$ cat src/sv/i2cbdm_pkg.sv
// Shared types and codes for the I2C byte-data master.
`default_nettype none

package i2cbdm_pkg;

  localparam logic [1:0] MODE_TICK  = 2'd0;
  localparam logic [1:0] MODE_READ  = 2'd1;
  localparam logic [1:0] MODE_WRITE = 2'd2;
  localparam logic [1:0] MODE_NONE  = 2'd3;

  localparam logic [1:0] SDA_LOW  = 2'd0;
  localparam logic [1:0] SDA_HIGH = 2'd1;
  localparam logic [1:0] SDA_REL  = 2'd2;

  localparam logic [1:0] BS_ADDR = 2'd0;
  localparam logic [1:0] BS_CMD  = 2'd1;
  localparam logic [1:0] BS_DATA = 2'd2;

  typedef struct packed {
    logic [1:0] mode;
    logic [6:0] target_addr;
    logic [7:0] command;
    logic [7:0] write_value;
    logic       sda_in;
  } req_t;

  typedef struct packed {
    logic       scl_out;
    logic [1:0] sda_drive;
    logic       busy_res;
    logic       done_res;
    logic       nack_error;
    logic [7:0] result_data;
  } res_t;

endpackage

`default_nettype wire

$ cat src/sv/i2c_byte_data_master_top.sv
// Top level of the I2C byte-data master: input and result registers around the sequencer.
//
//   channel | direction | tdata                                     | tuser
//   in_     | slave     | target_addr, command, write_value, sda_in | mode
//   out_    | master    | scl, sda_drive, busy, done, nack, data    | -
//
// One input word gives one result word; a word can be taken every cycle while the result is not stalled.
// An accepted word is held in the input register and is stepped through the
// sequencer into the result register when that register is empty or its word
// is being taken, and its result is then offered from there.
// Reset leaves both registers empty and the sequencer idle with the clock
// high and the data line released.
// A stalled result holds; one further input word is still taken into the
// input register, after which in_tready falls until the result moves on.
`default_nettype none

module i2c_byte_data_master_top (
  input  wire logic        clk,
  input  wire logic        rst_n,
  input  wire logic        in_tvalid,
  output logic             in_tready,
  // [6:0] target_addr, [14:7] command, [22:15] write_value, [23] sda_in
  input  wire logic [23:0] in_tdata,
  // [1:0] mode
  input  wire logic [1:0]  in_tuser,
  output logic             out_tvalid,
  input  wire logic        out_tready,
  // [0] scl_out, [2:1] sda_drive, [3] busy_res, [4] done_res, [5] nack_error,
  // [13:6] result_data, [15:14] zero
  output logic [15:0]      out_tdata
);

  i2cbdm_pkg::req_t req_r;
  i2cbdm_pkg::res_t res;
  i2cbdm_pkg::res_t res_r;
  logic             in_vld_r;
  logic             out_vld_r;
  logic             adv;
  logic             step;

  assign adv       = !out_vld_r || out_tready;
  assign step      = in_vld_r && adv;
  assign in_tready = !in_vld_r || adv;

  always_ff @(posedge clk) begin
    if (!rst_n) begin
      in_vld_r <= 1'b0;
    end else if (in_tready) begin
      in_vld_r <= in_tvalid;
    end
  end

  always_ff @(posedge clk) begin
    if (in_tvalid && in_tready) begin
      req_r.mode        <= in_tuser;
      req_r.target_addr <= in_tdata[6:0];
      req_r.command     <= in_tdata[14:7];
      req_r.write_value <= in_tdata[22:15];
      req_r.sda_in      <= in_tdata[23];
    end
  end

  i2cbdm_seq u_seq (
    .clk   (clk),
    .rst_n (rst_n),
    .step  (step),
    .req   (req_r),
    .res   (res)
  );

  always_ff @(posedge clk) begin
    if (!rst_n) begin
      out_vld_r <= 1'b0;
    end else if (adv) begin
      out_vld_r <= in_vld_r;
    end
  end

  always_ff @(posedge clk) begin
    if (step) begin
      res_r <= res;
    end
  end

  assign out_tvalid = out_vld_r;
  assign out_tdata  = {2'b00, res_r.result_data, res_r.nack_error, res_r.done_res,
                       res_r.busy_res, res_r.sda_drive, res_r.scl_out};

endmodule

`default_nettype wire

$ cat src/sv/i2cbdm_seq.sv
// Pin action sequencer: transaction state and the result of one step.
`default_nettype none

module i2cbdm_seq (
  input  wire logic             clk,
  input  wire logic             rst_n,
  input  wire logic             step,
  input  wire i2cbdm_pkg::req_t req,
  output i2cbdm_pkg::res_t      res
);

  typedef enum logic [25:0] {
    PH_IDLE      = 26'h0000001,
    PH_S_CLK0    = 26'h0000002,
    PH_S_DAT1    = 26'h0000004,
    PH_S_CLK1    = 26'h0000008,
    PH_S_DAT0    = 26'h0000010,
    PH_O_CLK0    = 26'h0000020,
    PH_O_DATA    = 26'h0000040,
    PH_O_HI      = 26'h0000080,
    PH_O_LO      = 26'h0000100,
    PH_O_REL     = 26'h0000200,
    PH_O_ACKHI   = 26'h0000400,
    PH_O_ACKSMP  = 26'h0000800,
    PH_O_ACKLO   = 26'h0001000,
    PH_O_ACKFAIL = 26'h0002000,
    PH_I_CLK0    = 26'h0004000,
    PH_I_REL     = 26'h0008000,
    PH_I_HI      = 26'h0010000,
    PH_I_SMP     = 26'h0020000,
    PH_I_LO      = 26'h0040000,
    PH_I_ACKHI   = 26'h0080000,
    PH_I_ACKLO   = 26'h0100000,
    PH_I_REL2    = 26'h0200000,
    PH_P_CLK0    = 26'h0400000,
    PH_P_DAT0    = 26'h0800000,
    PH_P_CLK1    = 26'h1000000,
    PH_P_DAT1    = 26'h2000000
  } phase_t;

  phase_t     phase_r, phase_nxt;
  logic [3:0] bit_cnt_r, bit_cnt_nxt;
  logic [7:0] shift_r, shift_nxt;
  logic       is_read_r, is_read_nxt;
  logic [6:0] addr_r, addr_nxt;
  logic [7:0] cmd_r, cmd_nxt;
  logic [7:0] val_r, val_nxt;
  logic       scl_r, scl_nxt;
  logic [1:0] sda_r, sda_nxt;
  logic [1:0] stage_r, stage_nxt;
  logic [3:0] cnt_inc;
  logic       done;
  logic       nack;
  logic [7:0] data;

  assign cnt_inc = bit_cnt_r + 4'd1;

  always_comb begin
    phase_nxt   = phase_r;
    bit_cnt_nxt = bit_cnt_r;
    shift_nxt   = shift_r;
    is_read_nxt = is_read_r;
    addr_nxt    = addr_r;
    cmd_nxt     = cmd_r;
    val_nxt     = val_r;
    scl_nxt     = scl_r;
    sda_nxt     = sda_r;
    stage_nxt   = stage_r;
    done        = 1'b0;
    nack        = 1'b0;
    data        = 8'd0;
    if (phase_r == PH_IDLE) begin
      if (req.mode == i2cbdm_pkg::MODE_READ || req.mode == i2cbdm_pkg::MODE_WRITE) begin
        is_read_nxt = (req.mode == i2cbdm_pkg::MODE_READ);
        addr_nxt    = req.target_addr;
        cmd_nxt     = req.command;
        val_nxt     = req.write_value;
        stage_nxt   = i2cbdm_pkg::BS_ADDR;
        bit_cnt_nxt = 4'd0;
        phase_nxt   = PH_S_CLK0;
      end
    end else if (req.mode == i2cbdm_pkg::MODE_TICK) begin
      unique case (phase_r)
        PH_S_CLK0: begin
          scl_nxt   = 1'b0;
          phase_nxt = PH_S_DAT1;
        end
        PH_S_DAT1: begin
          sda_nxt   = i2cbdm_pkg::SDA_HIGH;
          phase_nxt = PH_S_CLK1;
        end
        PH_S_CLK1: begin
          scl_nxt   = 1'b1;
          phase_nxt = PH_S_DAT0;
        end
        PH_S_DAT0: begin
          sda_nxt     = i2cbdm_pkg::SDA_LOW;
          shift_nxt   = {addr_r, (stage_r == i2cbdm_pkg::BS_DATA)};
          bit_cnt_nxt = 4'd0;
          phase_nxt   = PH_O_CLK0;
        end
        PH_O_CLK0: begin
          scl_nxt   = 1'b0;
          phase_nxt = PH_O_DATA;
        end
        PH_O_DATA: begin
          sda_nxt   = shift_r[7] ? i2cbdm_pkg::SDA_HIGH : i2cbdm_pkg::SDA_LOW;
          phase_nxt = PH_O_HI;
        end
        PH_O_HI: begin
          scl_nxt   = 1'b1;
          phase_nxt = PH_O_LO;
        end
        PH_O_LO: begin
          scl_nxt     = 1'b0;
          shift_nxt   = {shift_r[6:0], 1'b0};
          bit_cnt_nxt = cnt_inc;
          phase_nxt   = (cnt_inc >= 4'd8) ? PH_O_REL : PH_O_DATA;
        end
        PH_O_REL: begin
          sda_nxt   = i2cbdm_pkg::SDA_REL;
          phase_nxt = PH_O_ACKHI;
        end
        PH_O_ACKHI: begin
          scl_nxt   = 1'b1;
          phase_nxt = PH_O_ACKSMP;
        end
        PH_O_ACKSMP: begin
          phase_nxt = req.sda_in ? PH_O_ACKFAIL : PH_O_ACKLO;
        end
        PH_O_ACKFAIL: begin
          scl_nxt   = 1'b0;
          done      = 1'b1;
          nack      = 1'b1;
          phase_nxt = PH_IDLE;
        end
        PH_O_ACKLO: begin
          scl_nxt     = 1'b0;
          bit_cnt_nxt = 4'd0;
          if (stage_r == i2cbdm_pkg::BS_ADDR) begin
            stage_nxt = i2cbdm_pkg::BS_CMD;
            shift_nxt = cmd_r;
            phase_nxt = PH_O_CLK0;
          end else if (stage_r == i2cbdm_pkg::BS_CMD) begin
            stage_nxt = i2cbdm_pkg::BS_DATA;
            if (is_read_r) begin
              phase_nxt = PH_S_CLK0;
            end else begin
              shift_nxt = val_r;
              phase_nxt = PH_O_CLK0;
            end
          end else begin
            shift_nxt = 8'd0;
            phase_nxt = is_read_r ? PH_I_CLK0 : PH_P_CLK0;
          end
        end
        PH_I_CLK0: begin
          scl_nxt   = 1'b0;
          phase_nxt = PH_I_REL;
        end
        PH_I_REL: begin
          sda_nxt   = i2cbdm_pkg::SDA_REL;
          phase_nxt = PH_I_HI;
        end
        PH_I_HI: begin
          scl_nxt   = 1'b1;
          phase_nxt = PH_I_SMP;
        end
        PH_I_SMP: begin
          shift_nxt = {shift_r[6:0], req.sda_in};
          phase_nxt = PH_I_LO;
        end
        PH_I_LO: begin
          scl_nxt     = 1'b0;
          bit_cnt_nxt = cnt_inc;
          phase_nxt   = (cnt_inc >= 4'd8) ? PH_I_ACKHI : PH_I_HI;
        end
        PH_I_ACKHI: begin
          scl_nxt   = 1'b1;
          phase_nxt = PH_I_ACKLO;
        end
        PH_I_ACKLO: begin
          scl_nxt   = 1'b0;
          phase_nxt = PH_I_REL2;
        end
        PH_I_REL2: begin
          sda_nxt   = i2cbdm_pkg::SDA_REL;
          phase_nxt = PH_P_CLK0;
        end
        PH_P_CLK0: begin
          scl_nxt   = 1'b0;
          phase_nxt = PH_P_DAT0;
        end
        PH_P_DAT0: begin
          sda_nxt   = i2cbdm_pkg::SDA_LOW;
          phase_nxt = PH_P_CLK1;
        end
        PH_P_CLK1: begin
          scl_nxt   = 1'b1;
          phase_nxt = PH_P_DAT1;
        end
        PH_P_DAT1: begin
          sda_nxt   = i2cbdm_pkg::SDA_HIGH;
          done      = 1'b1;
          data      = is_read_r ? shift_r : val_r;
          phase_nxt = PH_IDLE;
        end
        default: begin
          phase_nxt = PH_IDLE;
        end
      endcase
    end
  end

  always_comb begin
    res.scl_out     = scl_nxt;
    res.sda_drive   = sda_nxt;
    res.busy_res    = (phase_nxt != PH_IDLE);
    res.done_res    = done;
    res.nack_error  = nack;
    res.result_data = data;
  end

  always_ff @(posedge clk) begin
    if (!rst_n) begin
      phase_r   <= PH_IDLE;
      bit_cnt_r <= 4'd0;
      shift_r   <= 8'd0;
      is_read_r <= 1'b0;
      addr_r    <= 7'd0;
      cmd_r     <= 8'd0;
      val_r     <= 8'd0;
      scl_r     <= 1'b1;
      sda_r     <= i2cbdm_pkg::SDA_REL;
      stage_r   <= i2cbdm_pkg::BS_ADDR;
    end else if (step) begin
      phase_r   <= phase_nxt;
      bit_cnt_r <= bit_cnt_nxt;
      shift_r   <= shift_nxt;
      is_read_r <= is_read_nxt;
      addr_r    <= addr_nxt;
      cmd_r     <= cmd_nxt;
      val_r     <= val_nxt;
      scl_r     <= scl_nxt;
      sda_r     <= sda_nxt;
      stage_r   <= stage_nxt;
    end
  end

endmodule

`default_nettype wire

$ cat config.mk
export PLATFORM = sky130hd
export DESIGN_NAME = i2c_byte_data_master_top
export DESIGN_NICKNAME = d
export VERILOG_FILES = /design/src/sv/i2cbdm_pkg.sv /design/src/sv/i2c_byte_data_master_top.sv /design/src/sv/i2cbdm_seq.sv
export SDC_FILE = /design/constraint.sdc
export NUM_CORES = 1
export LEC_CHECK = 0
export ABC_AREA = 0
export BUFFER_PORTS_ARGS = -buffer_cell sky130_fd_sc_hd__buf_2
export CAP_MARGIN = 20
export CORE_AREA = 2 2 100 102
export CTS_BUF_LIST = sky130_fd_sc_hd__clkbuf_16
export DETAILED_ROUTE_END_ITERATION = 10
export DIE_AREA = 0 0 102 104
export GPL_TIMING_DRIVEN = 0
export PLACE_DENSITY = 0.79
export SETUP_SLACK_MARGIN = 0.2
export SYNTH_ARGS = -nofsm -noshare
export SYNTH_HDL_FRONTEND = slang
export SYNTH_SLANG_ARGS = --single-unit
$ cat constraint.sdc
create_clock -name clk -period 3.1 [get_ports clk]
set_clock_uncertainty 0.05 [all_clocks]
set_input_delay 0.775 -clock clk [delete_from_list [all_inputs] [get_ports clk]]
set_output_delay 0.775 -clock clk [all_outputs]
set_load 0.05 [all_outputs]
---- Word-level counts from Yosys, hierarchy flattened ----
Index checks and enable logic that the tools add are counted.
Widths: inputs -> output; s select.
storage, ports and cells
  register bits ........................... 109
  input port bits ......................... 30
  output and inout bits ................... 18
  logic and storage cells ................. 122
operators by class
  $add $sub $neg .......................... 1
  magnitude comparators ................... 1
  eq/ne operators ......................... 32
  multiplexer cells ....................... 34
  bitwise logic cells ..................... 3
  reduce and logical (&&, ||, !) cells .... 28
operators by type and width
  operator              number
  $pmux 26 s23          1
  $mux 26               5
  $pmux 8 s4            1
  $eq 26x1->1 const B   1
  $eq 26x10->1 const B  1
  $eq 26x11->1 const B  1
  $eq 26x12->1 const B  1
  $eq 26x13->1 const B  1
  $eq 26x14->1 const B  1
  $eq 26x15->1 const B  1
  $eq 26x16->1 const B  1
  $eq 26x17->1 const B  1
  $eq 26x18->1 const B  1
  $eq 26x19->1 const B  1
  $eq 26x2->1 const B   1
  $eq 26x20->1 const B  1
  $eq 26x21->1 const B  1
  $eq 26x22->1 const B  1
  $eq 26x23->1 const B  1
  $eq 26x24->1 const B  1
  $eq 26x25->1 const B  1
  $eq 26x26->1 const B  1
  $eq 26x3->1 const B   1
  $eq 26x4->1 const B   1
  38 further kinds      71

---- Logic depth before layout (Yosys ltp) ----
Gate-level depths: netlist of the first run.
  depth in word-level cells ............... 7
  gate-level depth with buffers ........... 11
  gate-level depth less buffers ........... 8

---- Modules after synthesis ----
A second synthesis of the first run with hierarchy kept.
unflattened totals
  cell total of the unflattened synthesis .. 658
  area total of the unflattened synthesis .. 5657.9 um^2
by module, submodules not included
  module                    times used  cells an instance  area each (um^2)  seq. area each (um^2)
  i2cbdm_seq                1           606                4334.2            1341.3
  i2c_byte_data_master_top  1           52                 1323.8            1241.2

---- Worst setup path after synthesis of the first run ----
OpenSTA, ideal clock, no wires.
  kind .................................... input to register
  start ................................... in out_tready
  end ..................................... reg u_seq.phase_r[5]
  library setup time ...................... 0.115 ns
  arrival ................................. 2.708 ns
  data required time ...................... 2.935 ns
  slack ................................... 0.227 ns
  stages .................................. 8
  path buffers ............................ 2
  cell sequence ........................... nor2b_1 -> nand2b_1 -> clkbuf_1 -> clkinv_1 -> nand2_1 -> clkbuf_1 -> o21ai_0 -> and2_1
on the way
  word-level cells in the longest chain between the ends .. 2
RTL lines
  element               RTL line                        source
  start, declared       i2c_byte_data_master_top.sv:27  input wire logic out_tready,
  $logic_or 1x1->1      i2c_byte_data_master_top.sv:41  assign adv = !out_vld_r || out_tready;
  $logic_and 1x1->1     i2c_byte_data_master_top.sv:42  assign step = in_vld_r && adv;
  net step              i2c_byte_data_master_top.sv:39  logic step;
  end signal, assigned  i2cbdm_seq.sv:237               phase_r <= phase_nxt;
  end, declared         i2cbdm_seq.sv:41                phase_t phase_r, phase_nxt;
The timed path passes the listed nets, and every way through them passes these cells.
A chain may end at the register's enable or synchronous reset.

==> flow_metrics.env, run 1 <==
export IMPL_ir_drop_uv=381
export IMPL_yosys_area_top_type="dfxtp_1"
export IMPL_nFillCells=747
export IMPL_antenna_left=0
export IMPL_path_class="register to register"
export IMPL_place_congestion=1.07
export IMPL_slew_viol_final=0
export IMPL_cp_data_arrival_time_ps=2960
export IMPL_port_buffers=44
export IMPL_period_minus_slack_ps=2920
export IMPL_start_util_pct=58.5
export IMPL_clock_sinks=109
export IMPL_io_pins=48
export IMPL_areaGrowthSynthToFinish_pct=21.1
export IMPL_ys_top_cells_by_area="dfxtp_1 (25%), edfxtp_1 (22%), nand2_1 (7.1%)"
export IMPL_cts_htree_levels=3
export IMPL_hold_viol=0
export IMPL_ys_flop_type="dfxtp_1"
export IMPL_powerDensity_nw_per_um2=449
export IMPL_synth_seq_cells=109
export IMPL_synth_fa_ha_area_share_pct=0.672
export IMPL_synth_top_family_by_area="simple AND/OR/NAND/NOR gates"
export IMPL_ys_seq_area_share_pct=46.2
export IMPL_drtIter0Drc=369
export IMPL_grt_max_degree=27
export IMPL_gr_total_overflow=0
export IMPL_place_area_sq_um=5980
export IMPL_grt_pass1_wl_microns=26500
export IMPL_track_usage_pct=32.4
export IMPL_synthMuxAreaShare_pct=3.05
export IMPL_avgRoutedWirePerCell_microns=20.2
export IMPL_synthCells=608
export IMPL_cts_made_buffers=9
export IMPL_die_h_microns=104
export IMPL_antenna_found_initial=0
export IMPL_crit_required_ps=3140
export IMPL_num_rows=36
export IMPL_design_core_area_sq_um=9550
export IMPL_path_clk_slew_ps=80
export IMPL_final_area_sq_um=6760
export IMPL_async_reset_ff_share_pct=0
export IMPL_cts_tree="built"
export IMPL_yosysTopAreaCellShare_pct=24.7
export IMPL_seq_area_sq_um=2580
export IMPL_fin_nets=720
export IMPL_cp_max_fo=9
export IMPL_min_path_type="register to register"
export IMPL_status="finished clean"
export IMPL_multiInputGateArea_sq_um=3000
export IMPL_antennaDiodeCount=0
export IMPL_clockBufferDepth=2
export IMPL_finalSetupViolCount=0
export IMPL_layout_drive_gt1_share_pct=23.3
export IMPL_worst_pin_slew_ps=856
export IMPL_crit_path_start_kind="register"
export IMPL_die_area_sq_um=10600
export IMPL_netlist_area_sq_um=5590
export IMPL_final_cell_mix="nand2_1 (100), dfxtp_1 (67), buf_2 (52)"
export IMPL_stdcell_count=825
export IMPL_synth_area_per_cell_sq_um=9.19
export IMPL_via_per_inst=6.23
export IMPL_grt_pass1_vias=5082
export IMPL_synth_xor_area_share_pct=0.627
export IMPL_synth_edff_count=40
export IMPL_drv_cap=0
export IMPL_layout_commonest_cell="nand2_1"
export IMPL_fmax_ghz=0.342
export IMPL_fin_crit_sh_pct=94.2
export IMPL_root_buffer="clkbuf_16"
export IMPL_end_kind="register"
export IMPL_synth_distinct_cells=65
export IMPL_vias=5142
export IMPL_synth_compound_area_share_pct=14.4
export IMPL_yosys_area_share_simple_pct=30.5
export IMPL_ys_warn_count=0
export IMPL_clock_latency_ps=350
export IMPL_leakage_nw=2.44
export IMPL_dp_hpwl_microns=11800
export IMPL_die_width_microns=102
export IMPL_rsz0062_at_grt="true"
export IMPL_drc=0
export IMPL_slew_headroom_pct=42.8
export IMPL_dr_pass1_iters=5
export IMPL_placedCellCount=787
export IMPL_wl_microns=16600
-- layer usage --
metal  share of wire [%]  track usage (%)  vias to the layer above
met1                  40             41.4                     2447
met4                 4.4             15.1                        0
li1                    -                -                     2384
met5                   0                0                        -
met2                  49             51.6                      253
met3                 7.2             7.19                       58
-- final cells by class --
type,count,share of cell area (%)
Clock buffer,9,3.33
Inverter,9,0.573
Clock inverter,7,1.35
Timing Repair Buffer,67,6.05
Buffer,48,3.74
Sequential cell,109,38.2
Multi-Input combinational cell,443,44.3
Tap cell,133,2.46
-- timing repair --
item,CTS,global route
setup endpoints to repair,80,57
resized for setup,36,47
setup buffers,10,11
hold buffers,0,0
pin swaps,9,10
-- cell usage after synthesis, types with 5 or more instances --
cell type,number
a21oi_1,8
edfxtp_1,40
nor4_1,18
clkbuf_1,32
nor3_1,23
or4_1,11
mux2i_1,17
inv_1,8
and2_1,7
nor2b_1,23
nor4b_1,10
a21boi_1,28
dfxtp_1,69
nor4_4,5
o21ai_0,17
or3_1,7
nor2_1,30
nand4_1,18
nand2_1,105
nand3_1,22
a22oi_1,11
buf_2,12
o211ai_1,7
a21boi_0,7
-- path summary, 6_finish.rpt --
kind,to,cells after the start,slack (ps),start
worst max-delay path,out_tdata[3],11,180,u_seq.phase_r[2]
worst min-delay path,u_seq.val_r[6],2,410,u_seq.val_r[6]
worst max register to register,out_tdata[3],11,180,u_seq.phase_r[2]
worst min register to register,u_seq.val_r[6],2,410,u_seq.val_r[6]
-- power by group --
group / internal (mW) / switching, mW / leakage, nW
clock: 0.647 / 0.565 / 0.151
sequential: 1.53 / 0.0154 / 0.931
combinational: 0.0939 / 0.188 / 1.36
-- critical path, stage by stage (launching register included) --
cell and delay (ps):
dfxtp_1 330, clkbuf_4 210, nor4_4 80, buf_4 160, buf_4 160, nand2_1 140, nor4_2 80, or4_1 590
a2111oi_4 300, buf_1 180, a31o_1 250, nand3_1 120
-- kinds of logic (layout without fill, tap and decap cells) --
kind of cell / after synthesis / after routing
flip-flops: 109 / 109
XOR/XNOR: 4 / 4
buffers and inverters: 57 / 140
AND/OR/NAND/NOR: 306 / 306
multiplexers: 17 / 17
other: 1 / 2
AO/OA/AOI/OAI: 111 / 111
adder cells (fa/ha/maj): 3 / 3
-- flip-flops by register name, indices dropped and copies added, names as in the netlist --
| name | cells |
|---|---|
| u_seq.cmd_r | 8 |
| u_seq.stage_r | 2 |
| req_r | 26 |
| u_seq.val_r | 8 |
| u_seq.is_read_r | 1 |
| out_tdata | 14 |
| u_seq.addr_r | 7 |
| u_seq.sda_r | 2 |
| out_tvalid | 1 |
| u_seq.scl_r | 1 |
| u_seq.shift_r | 8 |
| u_seq.bit_cnt_r | 4 |
| in_vld_r | 1 |
| u_seq.phase_r | 26 |
-- through the flow --
stage,setup WS (ps),util [%],power [mW],hold WS [ps],setup TNS [ps]
3_3_place_gp,-977,62.6,1.81,393,-47200
6_report,179,70.8,3.04,408,0
4_1_cts,81.8,68.4,3.02,411,0
3_5_place_dp,-1020,62.6,1.82,393,-50350
5_1_grt,131,70.8,3.12,426,0
2_1_floorplan,227,-,1.74,380,0
No activity file was read; power rests on OpenSTA's default activity.
==> inputs of run 2 (changes only) <==
--- a/config.mk
+++ b/config.mk
@@ -14,7 +14,6 @@
 export DIE_AREA = 0 0 102 104
 export GPL_TIMING_DRIVEN = 0
 export PLACE_DENSITY = 0.79
-export SETUP_SLACK_MARGIN = 0.2
 export SYNTH_ARGS = -nofsm -noshare
 export SYNTH_HDL_FRONTEND = slang
 export SYNTH_SLANG_ARGS = --single-unit
==> flow_metrics.env, run 2 (synthesized netlist as in run 1, its figures left out) <==
export IMPL_status="finished clean"
export IMPL_fmax_ghz=0.329
export IMPL_antenna_found_initial=0
export IMPL_period_minus_slack_ps=3040
export IMPL_vias=5005
export IMPL_total_power_mw=3.02
export IMPL_final_cell_mix="nand2_1 (103), dfxtp_1 (69), buf_2 (55)"
export IMPL_die_h_microns=104
export IMPL_grt_pass1_vias=5027
export IMPL_cts_tree="built"
export IMPL_areaGrowthSynthToFinish_pct=16.1
export IMPL_avgRoutedWirePerCell_microns=20.2
export IMPL_num_rows=36
export IMPL_layout_commonest_cell="nand2_1"
export IMPL_track_usage_pct=32.1
export IMPL_root_buffer="clkbuf_16"
export IMPL_antennaDiodeCount=0
export IMPL_via_per_inst=6.20
export IMPL_end_kind="register"
export IMPL_timing_hold_ws_ps=408
export IMPL_ir_drop_uv=382
export IMPL_clock_sinks=109
export IMPL_path_class="register to register"
export IMPL_clockBufferDepth=2
export IMPL_grt_max_degree=27
export IMPL_io_pins=48
export IMPL_gr_total_overflow=0
export IMPL_wl_microns=16300
export IMPL_path_clk_slew_ps=80
export IMPL_antenna_left=0
export IMPL_worst_pin_slew_ps=864
export IMPL_tns_ps=0
export IMPL_min_path_type="register to register"
export IMPL_finalSetupViolCount=0
export IMPL_crit_required_ps=3330
export IMPL_cts_htree_levels=3
export IMPL_slew_headroom_pct=42.2
export IMPL_crit_path_start_kind="register"
export IMPL_fin_util_pct=68.0
export IMPL_clock_latency_ps=360
export IMPL_cp_data_arrival_time_ps=3270
export IMPL_grt_pass1_wl_microns=26200
export IMPL_port_buffers=44
export IMPL_drc=0
export IMPL_dr_pass1_iters=5
export IMPL_hold_viol=0
export IMPL_design_core_area_sq_um=9550
export IMPL_fin_nets=702
export IMPL_fin_crit_sh_pct=97.9
export IMPL_die_width_microns=102
export IMPL_die_area_sq_um=10600
export IMPL_cp_max_fo=10
export IMPL_layout_drive_gt1_share_pct=18.0
export IMPL_powerDensity_nw_per_um2=465
export IMPL_drtIter0Drc=453
export IMPL_drv_cap=0
export IMPL_start_util_pct=58.5
export IMPL_place_congestion=1.07
export IMPL_rsz0062_at_grt="false"
export IMPL_slew_viol_final=0
export IMPL_cts_made_buffers=9
export IMPL_leakage_nw=2.32
export IMPL_dp_hpwl_microns=11800
==> run 2: cell count changes in the layout (fill, tap and decap cells not counted), sizes merged <==
| cell | change |
|---|---|
| buf | -11 |
| clkbuf | -7 |
==> run 2: per-stage QoR <==
| step | instance area [sq um] | cells | worst slack [ps] |
|---|---|---|---|
| after floorplan | 5590 | 609 | 227 |
| after global placement | 5980 | 786 | -977 |
| after detailed placement | 5980 | 787 | -1020 |
| after CTS | 6420 | 809 | 3.27 |
| after global routing | 6490 | 807 | 1.54 |
| final | 6490 | 807 | 64.9 |
==> run 2: layout make-up <==
cell class | count | area, sq um
clock inverter | 7 | 91.3
buffer | 41 | 191
clock buffer | 9 | 225
inverter | 9 | 38.8
multi-input combinational | 443 | 2880
sequential | 109 | 2580
timing repair buffer | 56 | 314
fill | 779 | 3060
tap | 133 | 166
==> run 2: critical path: stages (launching register included) <==
cell      delay (ps)
dfxtp_1          310
buf_6            140
nor4_4           400
nand4_1          290
buf_2            320
nor3_1           380
and3_1           260
clkbuf_1         280
buf_2            290
nand2_1           80
a21boi_1         160
==> run 2: what timing repair did <==
item	CTS	global route
hold buffers	0	0
resized for setup	14	16
pin swaps	6	4
setup buffers	8	2
endpoints found under the setup margin	80	49
==> run 2: worst paths after layout <==
check                   startpoint        endpoint  slack [ps]  cells past startpoint
hold reg to reg     u_seq.val_r[6]  u_seq.val_r[6]         410                      2
hold / removal      u_seq.val_r[6]  u_seq.val_r[6]         410                      2
setup / recovery  u_seq.phase_r[6]  u_seq.val_r[5]          60                     10
setup reg to reg  u_seq.phase_r[6]  u_seq.val_r[5]          60                     10
==> run 2: per-layer routing <==
metal / global-route usage [%] / wire length (microns) / vias to the layer above
met2: 51.1 / 7860 / 234
met3: 6.65 / 1180 / 50
li1: - / - / 2339
met4: 15.3 / 708 / 0
met5: 0 / 0 / -
met1: 41.2 / 6540 / 2382
==> run 2: report_power, final <==
part | internal [mW] | switching, mW | total [mW]
logic | 0.0808 | 0.177 | 0.258
registers | 1.53 | 0.0177 | 1.54
clock network | 0.647 | 0.571 | 1.22
